`config.mk`:
```
export PLATFORM = sky130hd
export DESIGN_NAME = tbha_ctrl
export DESIGN_NICKNAME = d
export VERILOG_FILES = /design/src/design/tbha_pkg.sv /design/src/design/tbha_ctrl.sv
export SDC_FILE = /design/constraint.sdc
export NUM_CORES = 1
export LEC_CHECK = 0
export BUFFER_PORTS_ARGS = -buffer_cell sky130_fd_sc_hd__buf_4
export CORE_AREA = 3 3 40 42
export DETAILED_ROUTE_END_ITERATION = 10
export DIE_AREA = 0 0 43 45
export RECOVER_POWER = 100
export SYNTH_ARGS = -nofsm -noshare
export SYNTH_HDL_FRONTEND = slang
export SYNTH_SLANG_ARGS = --single-unit
```
`constraint.sdc`:
```
create_clock -name clk -period 2.7 [get_ports clk]
set_input_delay 0.81 -clock clk [delete_from_list [all_inputs] [get_ports clk]]
set_output_delay 0.81 -clock clk [all_outputs]
set_load 0.02 [all_outputs]
```
`src/design/tbha_pkg.sv`:
```
`default_nettype none

package tbha_pkg;

    localparam int NUM_BINS_DEF = 16384;

    localparam int CMD_W    = 3;
    localparam int IDX_W    = 14;
    localparam int SAMPLE_W = 16;
    localparam int PTS_W    = 15;
    localparam int OFS_W    = 48;
    localparam int AVG_W    = 24;
    localparam int SERIAL_W = 32;
    localparam int EPOCH_W  = 63;
    localparam int EVENT_W  = 32;
    localparam int TRIG_W   = 40;
    localparam int BIN_W    = 32;
    localparam int INC_W    = AVG_W + 1;

    localparam logic [CMD_W-1:0] CMD_COUNTED  = 3'd0;
    localparam logic [CMD_W-1:0] CMD_WAVEFORM = 3'd1;
    localparam logic [CMD_W-1:0] CMD_HIT      = 3'd2;
    localparam logic [CMD_W-1:0] CMD_SAMPLE   = 3'd3;
    localparam logic [CMD_W-1:0] CMD_READ     = 3'd4;
    localparam logic [CMD_W-1:0] CMD_CLEAR    = 3'd5;

    typedef struct packed {
        logic [CMD_W-1:0]           command;
        logic [IDX_W-1:0]           bin_index;
        logic [SAMPLE_W-1:0]        sample_value;
        logic [PTS_W-1:0]           record_points;
        logic signed [OFS_W-1:0]    offset_ns;
        logic [AVG_W-1:0]           record_averages;
        logic [SERIAL_W-1:0]        record_serial;
        logic [EPOCH_W-1:0]         record_epoch_ns;
        logic [EVENT_W-1:0]         record_events;
    } req_item_t;

    typedef struct packed {
        logic [TRIG_W-1:0]   trigger_total;
        logic [BIN_W-1:0]    bin_value;
        logic [SERIAL_W-1:0] first_serial;
        logic [SERIAL_W-1:0] last_serial;
        logic [EPOCH_W-1:0]  first_epoch_ns;
        logic [EPOCH_W-1:0]  last_epoch_ns;
        logic [EVENT_W-1:0]  event_flags;
        logic [PTS_W-1:0]    active_points;
    } rsp_item_t;

    typedef struct packed {
        logic load;
        logic rd_en;
        logic exec;
        logic sweep;
    } tbha_cmd_t;

    typedef struct packed {
        logic out_busy;
        logic needs_clear;
        logic sweep_last;
    } tbha_status_t;

endpackage

`default_nettype wire

```
`src/design/tbha_ctrl.sv`:
```
`default_nettype none

module tbha_ctrl (
    input  wire logic                  clk,
    input  wire logic                  rst_n,
    input  wire logic                  req_valid,
    output logic                       req_stall,
    input  wire tbha_pkg::tbha_status_t status,
    output tbha_pkg::tbha_cmd_t        cmd
);
    import tbha_pkg::*;

    localparam logic [1:0] ST_CLEAR = 2'd0;
    localparam logic [1:0] ST_IDLE  = 2'd1;
    localparam logic [1:0] ST_READ  = 2'd2;
    localparam logic [1:0] ST_EXEC  = 2'd3;

    logic [1:0] state_reg;
    logic [1:0] state_next;

    assign req_stall = (state_reg != ST_IDLE);

    always_comb
    begin
        cmd.load  = (state_reg == ST_IDLE) && req_valid;
        cmd.rd_en = (state_reg == ST_READ);
        cmd.exec  = (state_reg == ST_EXEC) && !status.out_busy;
        cmd.sweep = (state_reg == ST_CLEAR);
    end

    always_comb
    begin
        state_next = state_reg;
        case (state_reg)
            ST_CLEAR:
            begin
                if (status.sweep_last)
                begin
                    state_next = ST_IDLE;
                end
            end
            ST_IDLE:
            begin
                if (req_valid)
                begin
                    state_next = ST_READ;
                end
            end
            ST_READ:
            begin
                state_next = ST_EXEC;
            end
            ST_EXEC:
            begin
                if (!status.out_busy)
                begin
                    state_next = status.needs_clear ? ST_CLEAR : ST_IDLE;
                end
            end
            default:
            begin
                state_next = ST_CLEAR;
            end
        endcase
    end

    always_ff @(posedge clk or negedge rst_n)
    begin
        if (!rst_n)
        begin
            state_reg <= ST_CLEAR;
        end
        else
        begin
            state_reg <= state_next;
        end
    end

endmodule

`default_nettype wire

```
# [Word-level counts from Yosys, hierarchy flattened]
# Index checks and enable logic that the tools add are counted.
[totals] out_inout_bits=5 in_bits=6 register_bits=2 elab_cells=18
[classes] muxes=5 eq_ne=7 reduce_logical=5
[op_table] cell="2-bit case mux with 4 select lines" n=1
[op_table] cell="2-bit two-way mux" n=3
[op_table] cell="2-bit != test, second input constant" n=3
[op_table] cell="2-bit equality test, second input constant" n=2
[op_table] cell="3-bit AND reduction" n=1
[op_table] cell="2-bit by 1-bit equality test with 1-bit output, second input constant" n=1
[op_table] cell="1-bit logical AND" n=2
[op_table] cell="2-bit logical NOT" n=1
[op_table] cell="2-bit by 1-bit != test with 1-bit output, second input constant" n=1
[op_table] cell="1-bit logical NOT" n=1
[op_table] cell="1-bit two-way mux" n=1

# [Longest topological paths before layout]
# Gate-level depths: netlist of the first run.
[depth] ltp_word=3 ltp_mapped=5 ltp_nobuf=5

# [Least setup slack after synthesis of the first run]
# Ideal clock, no wire load.
[synth_path] path_kind="input port to output port" start="input port status[2] (netlist name)" end="output port cmd[1] (netlist name)" n_path_buf=0 path_stages=1 required_time_ns=1.890 t_arrival_ns=1.114 slack_ns=0.776 path_cell_list="nor2b_1"
[synth_between] elab_chain_len=2
[synth_lines] element="start: declaration" line="tbha_ctrl.sv:8" text="input wire tbha_pkg::tbha_status_t status,"
[synth_lines] element="1-bit logical NOT"
[synth_lines] element="1-bit logical AND" line="tbha_ctrl.sv:27" text="cmd.exec = (state_reg == ST_EXEC) && !status.out_busy;"
[synth_lines] element="end: declaration" line="tbha_ctrl.sv:9" text="output tbha_pkg::tbha_cmd_t cmd"
# No other way between the ends.

==> impl_metrics.py, run 1 <==
metrics = {
    "timing": {
        "fin_crit_ns": 2.07,
        "fin_hold_ws_ns": 0.366,
        "worst_pin_slew_ns": 0.256,
        "fin_crit_sh": 0.766,
        "max_slew_margin": 0.830,
        "clock_skew_ns": 0.00137,
        "hold_violations": 0,
        "clock.fmax_mhz": 483,
        "rsz0062_at_grt": "no",
        "timing.final.ws_setup_ns": 0.631,
        "finalSetupTns_ns": 0,
        "slew_violations": 0,
        "setup_viol": 0,
    },
    "pwr": {
        "powerDensity_nw_per_um2": 1210,
        "p_leak_nw": 0.138,
        "report.power.total_mw": 0.345,
        "ir_drop_v": 0.000286,
    },
    "die": {
        "die_area_um2": 1940,
        "core_area_um2": 1280,
        "ios": 11,
        "dieWidth_um": 43,
        "rows": 13,
        "fp.dieH_um": 45,
        "start_util": 0.153,
    },
    "finish": {
        "regArea_um2": 50.0,
        "multi_input_area_um2": 130,
        "largest_reg_flops": 2,
        "num-nets-final": 45,
        "drive_gt1_frac": 0.303,
        "fillCellCount": 149,
        "area_growth_pct": 45.2,
        "diodes": 0,
    },
    "place": {
        "portBuffers": 10,
        "place.gp.congestion": 0.636,
        "pre_cts_ws_ns": 0.643,
    },
    "clocking": {
        "clk_pin_slew_worst_paths_ns": 0.03,
        "cts_buffer_depth": 2,
        "root_buffer": "clkbuf_4",
        "cts_num_sinks": 2,
        "cts_tree": "yes",
        "cts_buffers": 3,
        "postCtsHoldBufs": 0,
        "h-tree-depth": 1,
        "worstSkewPairLatency_ns": 0.22,
        "postCtsSetupBuffers": 0,
        "post_cts_resized": 0,
    },
    "worst_setup_path": {
        "critPathLaunchType": "flop",
        "worstPathRequired_ns": 1.89,
        "crit_path_max_incr_delay_ns": 0.41,
        "cpLargestDelayFamily": "flip-flops",
        "crit_chain": "inv_1 -> ha_1 -> and2_2 -> clkbuf_1",
        "slowest_stage": "dfrtp_1",
        "worstPathArrival_ns": 1.26,
        "path_class": "flop to output pin",
        "startpoint": "state_reg[1]$_DFFE_PN0P_",
        "crit_fanout": 5,
        "critical_path_buf_inv_count": 2,
        "endpoint_kind": "output pin",
        "reg2reg_from": "state_reg[0]$_DFFE_PN0P_",
    },
    "detailed_routing": {
        "wl_per_cell_um": 8.38,
        "routed_wl_um": 402,
        "antenna_left": 0,
        "drc": 0,
        "drt_iter0_markers": 1,
        "vias": 174,
        "viasPerCell": 3.63,
        "firstDrtPassIters": 2,
    },
    "worst_hold_path": {
        "worstHoldPathType": "input port to asynchronous set/reset pin",
    },
    "global_route": {
        "antenna_found_initial": 0,
        "grt_max_degree": 7,
        "grt_pass1_wl_um": 683,
        "grt.overflow.total": 0,
        "grt_pass1_vias": 184,
        "track_usage": 0.0532,
    },
    "run_status": {
        "outcome": "completed",
    },
    "synth": {
        "syn_inst": 20,
        "synth_seq_area_share": 0.255,
        "ys_seq_elements": 2,
        "syn_avg_cell_area_um2": 9.82,
        "synth_cell_types": 12,
        "synth_fp_nets": 30,
        "ys_warn_count": 0,
        "synth_area_um2": 196,
    },
    "run": {
        "maxCapViolations": 0,
    },
}
metrics by stage:
stage | area, um^2 | utilization | cells
floorplan | 196 | - | 20
global placement | 290 | 0.226 | 45
detailed placement | 290 | 0.226 | 45
CTS | 313 | 0.243 | 48
global route | 285 | 0.222 | 48
finish | 285 | 0.222 | 48
routing by layer:
layer  vias to the layer above  part of all wire  GRT usage  wire [um]
met2                         5              0.50     0.0719        199
met3                         0              0.11     0.0598         43
met5                         -                 0          0          0
met1                        77              0.40     0.0457        159
met4                         0                 0     0.0361          0
li1                         92                 -          -          -
synthesized netlist by cell type:
| library cell | count | share of area |
|---|---|---|
| dfrtp_1 | 2 | 0.25 |
| mux2_4 | 1 | 0.076 |
| nor2_1 | 1 | 0.019 |
| nand2_1 | 1 | 0.019 |
| and3_4 | 1 | 0.057 |
| o22a_2 | 1 | 0.051 |
| nor2b_1 | 1 | 0.032 |
| nand2b_1 | 3 | 0.096 |
| and2_2 | 1 | 0.038 |
| a41oi_1 | 1 | 0.045 |
| inv_1 | 3 | 0.057 |
| ha_1 | 4 | 0.25 |
worst reg2reg max path, delay by kind of cell, from the launching register on:
| kind | cells | cell delay [ns] |
|---|---|---|
| buffers and inverters | 1 | 0.09 |
| flip-flops | 1 | 0.42 |
| adder cells (fa/ha/maj) | 1 | 0.24 |
| AND/OR/NAND/NOR | 2 | 0.27 |
| multiplexers | 1 | 0.30 |
placed cells by master (no fill, tap or decap):
cell	netlist	final
dfrtp_1	2	2
clkbuf_4	0	3
o22a_2	1	1
mux2_4	1	1
ha_1	4	4
and2_2	1	1
nor2_1	1	1
clkbuf_1	0	6
nand2_1	1	1
buf_4	0	4
and3_1	0	1
inv_1	3	3
a41oi_1	1	1
nor2b_1	1	1
nand2b_1	3	3
path summary, 6_finish.rpt:
path,endpoint,slack [ns],depth (start not counted)
max,cmd[3],0.63,4
max in group asynchronous,state_reg[1]$_DFFE_PN0P_,2.21,1
min in group clk,state_reg[1]$_DFFE_PN0P_,0.60,1
min reg2reg,state_reg[1]$_DFFE_PN0P_,0.60,1
max reg2reg,state_reg[1]$_DFFE_PN0P_,1.25,5
min,state_reg[0]$_DFFE_PN0P_,0.37,1
cell type report:
type / count / area share
Inverter: 3 / 0.0395
Tap cell: 15 / 0.0658
Sequential cell: 2 / 0.175
Clock buffer: 3 / 0.0789
Timing Repair Buffer: 10 / 0.184
Multi-Input combinational cell: 15 / 0.456
cells by family (layout without fill, tap and decap cells):
logic type,Yosys count,count (layout),synth area share
AOI/OAI and AO/OA,2,2,0.0956
adders and majority gates,4,4,0.255
buffers and inverters,3,16,0.0573
DFF,2,2,0.255
muxes,1,1,0.0764
and+or+nand+nor,8,8,0.261
power breakdown:
group	internal, mW	leakage, nW	switching, mW
sequential	0.0477	0.0232	0.0225
clock	0.0490	0.0138	0.0168
combinational	0.0982	0.101	0.111
total	0.195	0.138	0.150
No activity file was read; power rests on OpenSTA's default activity.
==> inputs of run 2 (changes only) <==
- clock period: 2.7 -> 1.85 ns (I/O delays scaled with it)
==> impl_metrics.py, run 2 (synthesis gave the netlist of run 1 again) <==
metrics = {
    "timing": {
        "fin_crit_ns": 1.77,
        "worst_pin_slew_ns": 0.253,
        "hold_violations": 0,
        "clock.fmax_mhz": 566,
        "finalSetupTns_ns": 0,
        "fin_crit_sh": 0.955,
        "slew_violations": 0,
        "clock_skew_ns": 0.00723,
        "rsz0062_at_grt": "no",
        "max_slew_margin": 0.832,
        "timing.final.ws_setup_ns": 0.0826,
        "setup_viol": 0,
    },
    "detailed_routing": {
        "firstDrtPassIters": 2,
        "wl_per_cell_um": 9.10,
        "routed_wl_um": 437,
        "antenna_left": 0,
        "drc": 0,
        "viasPerCell": 3.65,
        "drt_iter0_markers": 1,
        "vias": 175,
    },
    "finish": {
        "largest_reg_flops": 2,
        "area_growth_pct": 51.0,
        "mostFrequentLayoutCells": "6 x buf_4, 4 x ha_1",
        "final_cells": 48,
        "final_common_cell": "buf_4",
        "fillCellCount": 142,
        "num-nets-final": 45,
        "drive_gt1_frac": 0.455,
        "diodes": 0,
        "final_core_util": 0.231,
    },
    "worst_setup_path": {
        "path_class": "flop to output pin",
        "worstPathRequired_ns": 1.29,
        "endpoint_kind": "output pin",
        "crit_fanout": 6,
        "critPathLaunchType": "flop",
        "worstPathArrival_ns": 1.21,
        "reg2reg_depth": 5,
    },
    "clocking": {
        "h-tree-depth": 1,
        "worstSkewPairLatency_ns": 0.24,
        "post_cts_resized": 0,
        "cts_num_sinks": 2,
        "postCtsSetupBuffers": 0,
        "cts_tree": "yes",
        "clk_pin_slew_worst_paths_ns": 0.03,
        "cts_buffer_depth": 2,
        "root_buffer": "clkbuf_4",
        "cts_buffers": 3,
        "postCtsHoldBufs": 0,
    },
    "global_route": {
        "grt_pass1_wl_um": 765,
        "antenna_found_initial": 0,
        "track_usage": 0.0632,
        "grt_max_degree": 7,
        "grt_pass1_vias": 185,
        "grt.overflow.total": 0,
    },
    "run": {
        "maxCapViolations": 0,
    },
    "pwr": {
        "seqPwrFrac": 0.201,
        "p_comb_frac": 0.607,
        "ir_drop_v": 0.000279,
        "report.power.total_mw": 0.533,
        "switchingPower_mw": 0.228,
        "p_leak_nw": 0.146,
        "powerDensity_nw_per_um2": 1800,
        "p_int_mw": 0.306,
        "sw_frac_of_total": 0.427,
        "p_clk_frac": 0.192,
    },
    "die": {
        "ios": 11,
        "dieWidth_um": 43,
        "start_util": 0.153,
        "rows": 13,
        "die_area_um2": 1940,
        "fp.dieH_um": 45,
        "core_area_um2": 1280,
    },
    "worst_hold_path": {
        "worstHoldPathType": "input port to asynchronous set/reset pin",
    },
    "place": {
        "post-dp-hpwl_um": 334,
        "place_inst": 45,
        "portBuffers": 10,
        "place.gp.congestion": 0.640,
        "pre_cts_ws_ns": 0.289,
    },
    "run_status": {
        "outcome": "completed",
    },
}
==> run 2: cell types whose count changed in the layout (fill, tap and decap cells not counted), sizes merged <==
cell / previous run / this run
buf: 4 / 6
clkbuf: 9 / 7
==> run 2: final timing paths <==
kind	startpoint	to	slack (ns)
max in group asynchronous	rst_n	state_reg[1]$_DFFE_PN0P_	1.60
setup reg to reg	state_reg[0]$_DFFE_PN0P_	state_reg[1]$_DFFE_PN0P_	0.45
hold reg to reg	state_reg[0]$_DFFE_PN0P_	state_reg[0]$_DFFE_PN0P_	0.56
min in group clk	state_reg[0]$_DFFE_PN0P_	state_reg[0]$_DFFE_PN0P_	0.56
hold / removal	rst_n	state_reg[0]$_DFFE_PN0P_	0.1
setup / recovery	state_reg[0]$_DFFE_PN0P_	cmd[3]	0.08
==> run 2: per-stage QoR <==
step	cell area [um^2]	hold slack, ns
after floorplan	196	0.259
after global placement	290	0.338
after detailed placement	290	0.339
after CTS	313	0.0820
after global routing	297	0.0879
final	297	0.0982
==> run 2: cell type report <==
cell class	count	area, um^2	share of cell area
multi-input combinational	15	130	0.439
inverter	3	11.3	0.0380
tap	15	18.8	0.0633
clock buffer	3	22.5	0.0759
sequential	2	52.6	0.177
timing repair buffer	10	61.3	0.207
==> run 2: power groups by stage <==
stage / combinational [mW] / clock [mW] / sequential (mW)
after floorplan: 0.265 / 0 / 0.0955
after global placement: 0.367 / 0 / 0.102
after detailed placement: 0.364 / 0 / 0.104
after CTS: 0.367 / 0.111 / 0.104
after global routing: 0.362 / 0.115 / 0.116
final: 0.324 / 0.102 / 0.107
==> run 2: critical path: stages, from the launching register on <==
cell and delay, ns:
dfrtp_2 0.43, ha_1 0.23, and2_2 0.17, buf_4 0.15
==> run 2: per-layer routing <==
layer / routed length, um / vias to the layer above / part of all wire / track usage
met3: 52 / 2 / 0.12 / 0.0438
met5: 0 / - / 0 / 0
met4: 20 / 0 / 0.046 / 0.0904
li1: - / 91 / - / -
met1: 145 / 75 / 0.33 / 0.0577
met2: 218 / 7 / 0.50 / 0.0778
